## config.mk

```make
export PLATFORM = sky130hd
export DESIGN_NAME = seq_duplicate_window
export DESIGN_NICKNAME = d
export VERILOG_FILES = /design/src/sdw_pkg.sv /design/src/sdw_window.sv /design/src/seq_duplicate_window.sv
export SDC_FILE = /design/constraint.sdc
export NUM_CORES = 1
export LEC_CHECK = 0
export BUFFER_PORTS_ARGS = -buffer_cell sky130_fd_sc_hd__buf_2
export CORE_MARGIN = 1
export CORE_UTILIZATION = 45
export DETAILED_ROUTE_END_ITERATION = 8
export HOLD_SLACK_MARGIN = 0.05
export PLACE_DENSITY_LB_ADDON = 0.3
export SLEW_MARGIN = 5
export SYNTH_ARGS = -nofsm -noshare
export SYNTH_HDL_FRONTEND = slang
export SYNTH_SLANG_ARGS = --single-unit
```

## constraint.sdc

```tcl
create_clock -name clk -period 5.58 [get_ports clk]
set_input_delay 1.395 -clock clk [delete_from_list [all_inputs] [get_ports clk]]
set_output_delay 1.395 -clock clk [all_outputs]
set_load 0.01 [all_outputs]
```

## src/sdw_pkg.sv

```systemverilog
// Shared types and constants for the sequence duplicate window.
package sdw_pkg;

  // Kind of input transaction
  typedef enum logic {
    OP_PACKET = 1'b0,
    OP_CLEAR  = 1'b1
  } sdw_op_t;

  localparam int SeqW   = 12;
  localparam int DeltaW = 13;
  localparam int CountW = 32;

  // Wrap is recognised only near the ends of the sequence space
  localparam logic [SeqW-1:0]   WRAP_LOW  = 12'h100;
  localparam logic [SeqW-1:0]   WRAP_HIGH = 12'hEFF;
  localparam logic [DeltaW-1:0] SEQ_SPAN  = 13'h1000;

  // One result transaction
  typedef struct packed {
    logic                     duplicate;
    logic signed [DeltaW-1:0] seq_delta;
    logic [CountW-1:0]        fresh_count;
  } sdw_result_t;

endpackage

```

## src/sdw_window.sv

```systemverilog
// Delta, history mask update and fresh count for one transaction.
module sdw_window #(
  parameter int WINDOW_BITS = 32
) (
  input  sdw_pkg::sdw_op_t            operation,
  input  logic [sdw_pkg::SeqW-1:0]    seq_number,
  input  logic                        resent_flag,
  input  logic [sdw_pkg::SeqW-1:0]    newest_seq,
  input  logic [WINDOW_BITS-1:0]      history_mask,
  input  logic [sdw_pkg::CountW-1:0]  fresh_counter,
  output logic [sdw_pkg::SeqW-1:0]    newest_seq_nxt,
  output logic [WINDOW_BITS-1:0]      history_mask_nxt,
  output logic [sdw_pkg::CountW-1:0]  fresh_counter_nxt,
  output sdw_pkg::sdw_result_t        result
);
  import sdw_pkg::*;

  localparam int                IdxW   = (WINDOW_BITS > 1) ? $clog2(WINDOW_BITS) : 1;
  localparam logic [DeltaW-1:0] WinLen = DeltaW'(WINDOW_BITS);

  logic [DeltaW-1:0]      cur_ext;
  logic [DeltaW-1:0]      last_ext;
  logic [DeltaW-1:0]      delta;
  logic [DeltaW-1:0]      back_dist;
  logic                   behind;
  logic                   in_window;
  logic [IdxW-1:0]        bit_idx;
  logic                   dup;
  logic [WINDOW_BITS-1:0] mask_upd;
  logic [CountW-1:0]      count_upd;

  assign cur_ext  = {1'b0, seq_number};
  assign last_ext = {1'b0, newest_seq};

  // Signed distance to the newest number, with wrap only near the ends
  always_comb begin
    if (seq_number < WRAP_LOW && newest_seq > WRAP_HIGH) begin
      delta = cur_ext + SEQ_SPAN - last_ext;
    end else if (seq_number > WRAP_HIGH && newest_seq < WRAP_LOW) begin
      delta = cur_ext - last_ext - SEQ_SPAN;
    end else begin
      delta = cur_ext - last_ext;
    end
  end

  // Zero or negative delta: test and mark a bit in the window
  assign behind    = delta[DeltaW-1] || (delta == '0);
  assign back_dist = '0 - delta;
  assign in_window = behind && (back_dist < WinLen);
  assign bit_idx   = back_dist[IdxW-1:0];
  assign dup       = in_window && history_mask[bit_idx];

  always_comb begin
    if (behind) begin
      mask_upd = in_window ? (history_mask | (WINDOW_BITS'(1) << bit_idx)) : history_mask;
    end else if (delta >= WinLen) begin
      mask_upd = WINDOW_BITS'(1);
    end else begin
      mask_upd = (history_mask << delta[IdxW-1:0]) | WINDOW_BITS'(1);
    end
  end

  // Saturating count of fresh, non-resent packets
  assign count_upd = (!dup && !resent_flag && fresh_counter != '1) ?
                     fresh_counter + CountW'(1) : fresh_counter;

  // Clear wins over everything else
  always_comb begin
    if (operation == OP_CLEAR) begin
      newest_seq_nxt     = '0;
      history_mask_nxt   = '0;
      fresh_counter_nxt  = '0;
      result.duplicate   = 1'b0;
      result.seq_delta   = '0;
      result.fresh_count = '0;
    end else begin
      newest_seq_nxt     = behind ? newest_seq : seq_number;
      history_mask_nxt   = mask_upd;
      fresh_counter_nxt  = count_upd;
      result.duplicate   = dup;
      result.seq_delta   = delta;
      result.fresh_count = count_upd;
    end
  end

endmodule

```

## src/seq_duplicate_window.sv

```systemverilog
// out_tvalid rises in the cycle after an input transaction is accepted.
// One transaction per cycle while the output is not stalled; window state is
// updated in the accepting cycle and the result waits in a single output register.
// Reset (rst_n low, synchronous): window, newest number and count go to zero,
// output register empties.
module seq_duplicate_window #(
  parameter int WINDOW_BITS = 32
) (
  input  logic        clk,
  input  logic        rst_n,
  input  logic        in_tvalid,
  output logic        in_tready,
  input  logic [15:0] in_tdata,   // [11:0] seq_number, [15:12] zero
  input  logic [1:0]  in_tuser,   // [0] operation, [1] resent_flag
  output logic        out_tvalid,
  input  logic        out_tready,
  output logic [47:0] out_tdata,  // [12:0] seq_delta, [44:13] fresh_count, [47:45] zero
  output logic        out_tuser   // [0] duplicate
);
  import sdw_pkg::*;

  logic [SeqW-1:0]        newest_seq_r;
  logic [SeqW-1:0]        newest_seq_nxt;
  logic [WINDOW_BITS-1:0] history_mask_r;
  logic [WINDOW_BITS-1:0] history_mask_nxt;
  logic [CountW-1:0]      fresh_counter_r;
  logic [CountW-1:0]      fresh_counter_nxt;
  logic                   out_valid_r;
  sdw_result_t            result_r;
  sdw_result_t            result_nxt;
  logic                   in_fire;

  // Take a new transaction whenever the output register is free or draining
  assign in_tready = !out_valid_r || out_tready;
  assign in_fire   = in_tvalid && in_tready;

  sdw_window #(
    .WINDOW_BITS (WINDOW_BITS)
  ) u_sdw_window (
    .operation         (sdw_op_t'(in_tuser[0])),
    .seq_number        (in_tdata[SeqW-1:0]),
    .resent_flag       (in_tuser[1]),
    .newest_seq        (newest_seq_r),
    .history_mask      (history_mask_r),
    .fresh_counter     (fresh_counter_r),
    .newest_seq_nxt    (newest_seq_nxt),
    .history_mask_nxt  (history_mask_nxt),
    .fresh_counter_nxt (fresh_counter_nxt),
    .result            (result_nxt)
  );

  // Window state and output valid
  always_ff @(posedge clk) begin
    if (!rst_n) begin
      newest_seq_r    <= '0;
      history_mask_r  <= '0;
      fresh_counter_r <= '0;
      out_valid_r     <= 1'b0;
    end else begin
      if (in_fire) begin
        newest_seq_r    <= newest_seq_nxt;
        history_mask_r  <= history_mask_nxt;
        fresh_counter_r <= fresh_counter_nxt;
      end
      if (in_fire) begin
        out_valid_r <= 1'b1;
      end else if (out_tready) begin
        out_valid_r <= 1'b0;
      end
    end
  end

  // Result payload
  always_ff @(posedge clk) begin
    if (in_fire) begin
      result_r <= result_nxt;
    end
  end

  assign out_tvalid = out_valid_r;
  assign out_tdata  = {3'b000, result_r.fresh_count, result_r.seq_delta};
  assign out_tuser  = result_r.duplicate;

endmodule

```

# Yosys cells after proc, flatten, opt, wreduce, memory -nomap -nowiden
# Cells that the tools add are included.
dict set report op_classes {
  n_bitwise 1
  mux 14
  n_eq_ne 3
  magnitude_cmp 7
  reduce_logical 16
  add_sub_neg 6
  n_shift 2
}
# op n
set ops {}
lappend ops {{$mux W32} 6}
lappend ops {{$add A32 B1 Y32 const B} 1}
lappend ops {{$ne A32 B32 Y1 const B} 1}
lappend ops {{$or A32 B32 Y32} 1}
lappend ops {{$shl A1 B5 Y32 const A} 1}
lappend ops {{$shl A32 B5 Y32} 1}
lappend ops {{$mux W13} 2}
lappend ops {{$gt A12 B12 Y1 const B} 2}
lappend ops {{$lt A12 B9 Y1 const B} 2}
lappend ops {{$mux W12} 2}
lappend ops {{$add A12 B13 Y13 const B} 1}
lappend ops {{$ge A13 B6 Y1 const B} 1}
lappend ops {{$logic_not A13 Y1} 1}
lappend ops {{$lt A13 B6 Y1 const B} 1}
lappend ops {{$sub A1 B13 Y13 const A} 1}
lappend ops {{$sub A12 B12 Y13} 1}
lappend ops {{$sub A13 B12 Y13} 1}
lappend ops {{$sub A13 B13 Y13 const B} 1}
lappend ops {{$logic_and A1 B1 Y1} 7}
lappend ops {{$lt A5 B6 Y1 const B} 1}
lappend ops {{$bmux W1 S5} 1}
lappend ops {{$reduce_and A2 Y1} 2}
lappend ops {{$logic_not A1 Y1} 3}
lappend ops {{$mux W1} 3}
lappend ops {{4 further kinds} 5}
dict set report word_totals {
  ff_bits 123
  out_inout_bits 51
}

# Depth between registers and ports, before layout
dict set report depth {
  depth_word 13
  mapped_depth 18
  depth_no_buf 14
}

# Modules after synthesis
# A second synthesis with hierarchy kept.
dict set report unflattened {
  hier_cells 1188
  area_unflattened_um2 9494.1
}
# module cells_per_inst seq_area_each_um2 n_inst area_each_um2
set by_module_without_submodules {}
lappend by_module_without_submodules {sdw_window 803 0.0 1 5036.1}
lappend by_module_without_submodules {seq_duplicate_window 385 2922.8 1 4458.0}

# Worst setup path after synthesis
# Ideal clock, no wire load.
dict set report synth_path {
  kind {input to register}
  from {in in_tdata[0]}
  to {reg result_r, in the netlist out_tdata[21] (data pin)}
  t_arrival_ps 5369
  setup_slack_ps -45
  path_buffers 4
  path_stages 17
  setup_time_ps 256
  path_cell_list {inv_1 ha_1 inv_1 fa_1 buf_1 clkinv_1 ha_1 nand2_1 or4_1 a21oi_1 nand2b_1 or3_1 buf_2 a2111o_1 buf_2 buf_1 a41o_1}
}
dict set report synth_between {
  elab_chain_len 12
  word_cells_on_any_way 22
  cone_classes {add/sub (5); order compare (3); mux (5); reduce/logical (9)}
}
# item line
set synth_rtl {}
lappend synth_rtl {{from (decl)} seq_duplicate_window.sv:13} ;# input logic [15:0] in_tdata,
lappend synth_rtl {{$sub A12 B12 Y13 / $gt A12 B12 Y1 (equally long branches)} {sdw_window.sv:40, sdw_window.sv:42, sdw_window.sv:39}}
lappend synth_rtl {{$sub A13 B13 Y13 / $logic_and A1 B1 Y1 (equally long branches)} {sdw_window.sv:40, sdw_window.sv:39}}
lappend synth_rtl {{$mux W13} sdw_window.sv:39} ;# end else if (seq_number > WRAP_HIGH && newest_seq < WRAP_LOW) begin
lappend synth_rtl {{$mux W13 (*)} sdw_window.sv:37} ;# if (seq_number < WRAP_LOW && newest_seq > WRAP_HIGH) begin
lappend synth_rtl {{net u_sdw_window.delta[1]} sdw_window.sv:23} ;# logic [DeltaW-1:0] delta;
lappend synth_rtl {{$sub A1 B13 Y13 / $logic_not A13 Y1 (equally long branches)} {sdw_window.sv:48, sdw_window.sv:47}}
lappend synth_rtl {{$lt A13 B6 Y1 (tied with other cells)} sdw_window.sv:49} ;# assign in_window = behind && (back_dist < WinLen);
lappend synth_rtl {{$logic_and A1 B1 Y1 / $mux W1 (equally long branches)} {sdw_window.sv:49, sdw_window.sv:51}}
lappend synth_rtl {{$logic_and A1 B1 Y1 (*)} sdw_window.sv:51} ;# assign dup = in_window && history_mask[bit_idx];
lappend synth_rtl {{$logic_not A1 Y1 (*)} sdw_window.sv:64} ;# assign count_upd = (!dup && !resent_flag && fresh_counter != '1) ?
lappend synth_rtl {{$logic_and A1 B1 Y1 (*) (2 in a row)} sdw_window.sv:64}
lappend synth_rtl {{$mux W32 (*)} sdw_window.sv:64}
lappend synth_rtl {{to (signal assigned)} seq_duplicate_window.sv:76} ;# result_r <= result_nxt;
lappend synth_rtl {{to (decl)} seq_duplicate_window.sv:29} ;# sdw_result_t result_r;
# Mark *: on every way through the listed nets, which the timed path passes. The rest lies on a longest branch. The select of a mux whose other input is x is not followed.
# A chain may end at the register's enable or synchronous reset.

# Final worst setup path
dict set report layout_path {
  from {in in_tdata[0]}
  to {reg result_r, in the netlist out_tdata[39] (data pin)}
}
# Same word-level chain as after synthesis.

==> results.yml <==
routing:
  drtPass1Iterations: 5
  wl_um: 27750
  avgRoutedWirePerCell_um: 20.18
  drc: 0
  drtIter0Drc: 1103
  vias_per_cell: 6.625
  vias: 9109
  drtAntennaViolNets: 0
power:
  power_frac_seq_pct: 35.4
  power_density_nw_per_um2: 260.2
  leakage_nw: 3.844
  power_frac_comb_pct: 22.9
  p_int_w: 0.001879
  swShare_pct: 31.94
  p_sw_w: 0.0008815
  clockPowerShare_pct: 41.6
  ir_drop_mv: 0.1527
yosys:
  ys_ff_latch: 123
  ys_types: 80
  ys.flop_type: "dfxtp_1"
  ys_seq_area_share_pct: 31.52
  synth_area_per_cell_um2: 8.782
  netlist_area_um2: 9274
  synth_edf_count: 46
  synthCells: 1056
  ys_warn_count: 0
  async_flop_share_pct: 0
clock_network:
  clk_latency_ns: 0.44
  cts_tree: "done"
  cts_made_buffers: 17
  cts_root_buf: "clkbuf_16"
  cts.hold.buffers_added: 0
  post-cts-setup-buffers: 0
  cts_max_level: 4
  clockBufferDepth: 2
  post_cts_resized: 0
  cts.sinks: 123
  path_clk_slew_ns: 0.05
setup_path:
  path_cells: "buf_2, inv_1, ha_2, inv_1, fa_1, clkinv_1, ha_1, nand2_1, or4_1, a21oi_2, nand2b_1, or3_1, buf_4, a2111oi_4, buf_12, buf_12, or3_1, a21oi_1"
  max_stage_delay_ns: 0.56
  path_class: "in2reg"
  r2r-end: "out_tdata[39]"
  crit_path_max_fanout: 32
  critPathRequiredTime_ns: 5.73
  crit_arrival_ns: 5.22
  r2r_start: "newest_seq_r[0]"
  reg2regPathDepth: 16
  start_kind: "input pin"
  worstSetupEndpointType: "flop"
  reg2reg_slack_ns: 1.28
  slowest_stage: "or4_1"
placement:
  hpwl_um: 18650
  io_buffers: 65
  dp_worst_setup_slack_ns: 0.1098
  gp_congestion: 0.9528
final_layout:
  nFillCells: 1866
  drive_above_1_share_pct: 18.55
  mostFrequentLayoutCells: "77 x nor2_1, 77 x dfxtp_1, 67 x a21oi_1"
  diodes: 0
  nNetsFinal: 1134
  area_delta_synth_final_pct: 14.38
timing:
  skew_ns: 0.009151
  setup_slack_ns: 0.5107
  worst_slew_pin_slew_ns: 1.227
  relSlewSlack_pct: 17.89
  rsz0062_at_grt: "no"
  finalSetupTns_ns: 0
  slew_viol_final: 0
  period_needed_ns: 5.069
  fin_crit_sh_pct: 90.85
  setup_viol: 0
  fmax_mhz: 197.3
  hold_viol: 0
floorplan:
  std_cell_rows: 52
  initial_utilization_pct: 45.83
  die_area_um2: 21190
  die_w_um: 145.6
  io_pins: 73
  core_area_um2: 20230
  dieHeight_um: 145.6
flow_run:
  maxCapViolations: 0
min_path:
  min_path_type: "reg2reg"
  hp-start: "newest_seq_r[7]"
  hold_path_depth: 2
  hold_end: "newest_seq_r[7]"
global_route:
  grt_pass1_vias: 8258
  grt_overflow: 0
  grt_max_degree: 50
  grt_antenna_before_repair: 1
  grt_pass1_wl_um: 45060
  gr-usage-all-layers_pct: 26.55
run_status:
  outcome: "finished, final reports clean"
state kept, by name (all words and copies together), names as in the netlist:
signal           count
fresh_counter_r     32
newest_seq_r        12
out_tdata           45
history_mask_r      32
out_tvalid           1
out_tuser            1
metal layers:
layer | global-route usage [%] | up-vias | share of wire, %
met5 | 0 | - | 0.040
met4 | 8.158 | 2 | 1.8
met3 | 5.862 | 51 | 8.8
met2 | 40.22 | 446 | 45
met1 | 37.67 | 4369 | 45
li1 | - | 4241 | -
metrics by stage:
step / std cells / hold slack (ns) / total power, W / cell area (um2) / util (%)
global placement: 1344 / 0.4790 / 0.001606 / 10010 / 49.45
global route: 1375 / 0.5476 / 0.002852 / 10610 / 52.42
CTS: 1375 / 0.5056 / 0.002751 / 10610 / 52.42
finish: 1375 / 0.5052 / 0.002760 / 10610 / 52.42
detailed placement: 1344 / 0.4927 / 0.001613 / 10010 / 49.45
floorplan: 1058 / 0.4654 / 0.001422 / 9285 / -
kinds of logic (layout without fill, tap and decap cells):
group,Yosys count,in the layout,synth area share [%]
AO/OA/AOI/OAI,328,328,25.82
XOR/XNOR,11,11,1.268
adder cells (fa/ha/maj),19,19,2.644
buffers and inverters,124,171,5.289
flip-flops,123,123,31.52
multiplexers,70,70,12.26
other,1,3,0.04044
AND/OR/NAND/NOR,380,380,21.15
worst max path at each step:
stage | start | end | cells after the start
floorplan | in_tdata[0] | out_tdata[21] | 17
global placement | in_tdata[0] | out_tdata[39] | 18
detailed placement | in_tdata[0] | out_tdata[39] | 18
CTS | in_tdata[0] | out_tdata[39] | 17
global route | in_tdata[0] | out_tdata[39] | 18
finish | in_tdata[0] | out_tdata[39] | 18
power by group through the flow:
stage	registers, W	clock network [W]	logic (W)
5_1_grt	0.000982	0.00119	0.000680
6_report	0.000979	0.00115	0.000633
2_1_floorplan	0.00101	0	0.000416
3_5_place_dp	0.000997	0	0.000616
4_1_cts	0.000978	0.00115	0.000621
3_3_place_gp	0.000997	0	0.000609
critical path, delay by kind of cell:
kind | cells | cell delay [ns]
compound gates | 3 | 0.76
fa+ha+maj | 3 | 0.93
buf+inv | 7 | 0.88
simple gates | 5 | 1.25
Yosys cell counts (12+ instances only):
master / count / area share, %
o211ai_1: 12 / 0.97
inv_1: 23 / 0.93
clkbuf_1: 74 / 3.0
dfxtp_1: 77 / 17
nand4_1: 27 / 1.8
o221a_1: 17 / 2.1
a21oi_1: 68 / 3.7
ha_1: 18 / 2.4
and3_1: 17 / 1.1
nor4_1: 20 / 1.3
mux2i_1: 27 / 2.9
and2_1: 17 / 1.1
nor3_1: 22 / 1.2
a22oi_1: 14 / 1.1
a32oi_1: 13 / 1.2
nand3_1: 55 / 3.0
mux4_2: 34 / 8.3
nand2_1: 66 / 2.7
nor2_1: 77 / 3.1
or3_1: 37 / 2.5
o2111ai_1: 17 / 1.6
a31oi_1: 36 / 2.4
o21ai_1: 22 / 1.2
o21ai_0: 26 / 1.4
edfxtp_1: 46 / 15
buf_1: 13 / 0.53
area by class of cell:
type | count | area [um2] | area share, %
clock buffers | 20 | 467.9 | 4.411
clock inverters | 11 | 133.9 | 1.262
inverters | 25 | 93.84 | 0.8846
multi-input cells | 811 | 5901 | 55.63
flip-flops and latches | 123 | 2923 | 27.55
well taps | 270 | 337.8 | 3.185
repair buffers | 115 | 750.7 | 7.077
Power figures use the tool's default switching activity.
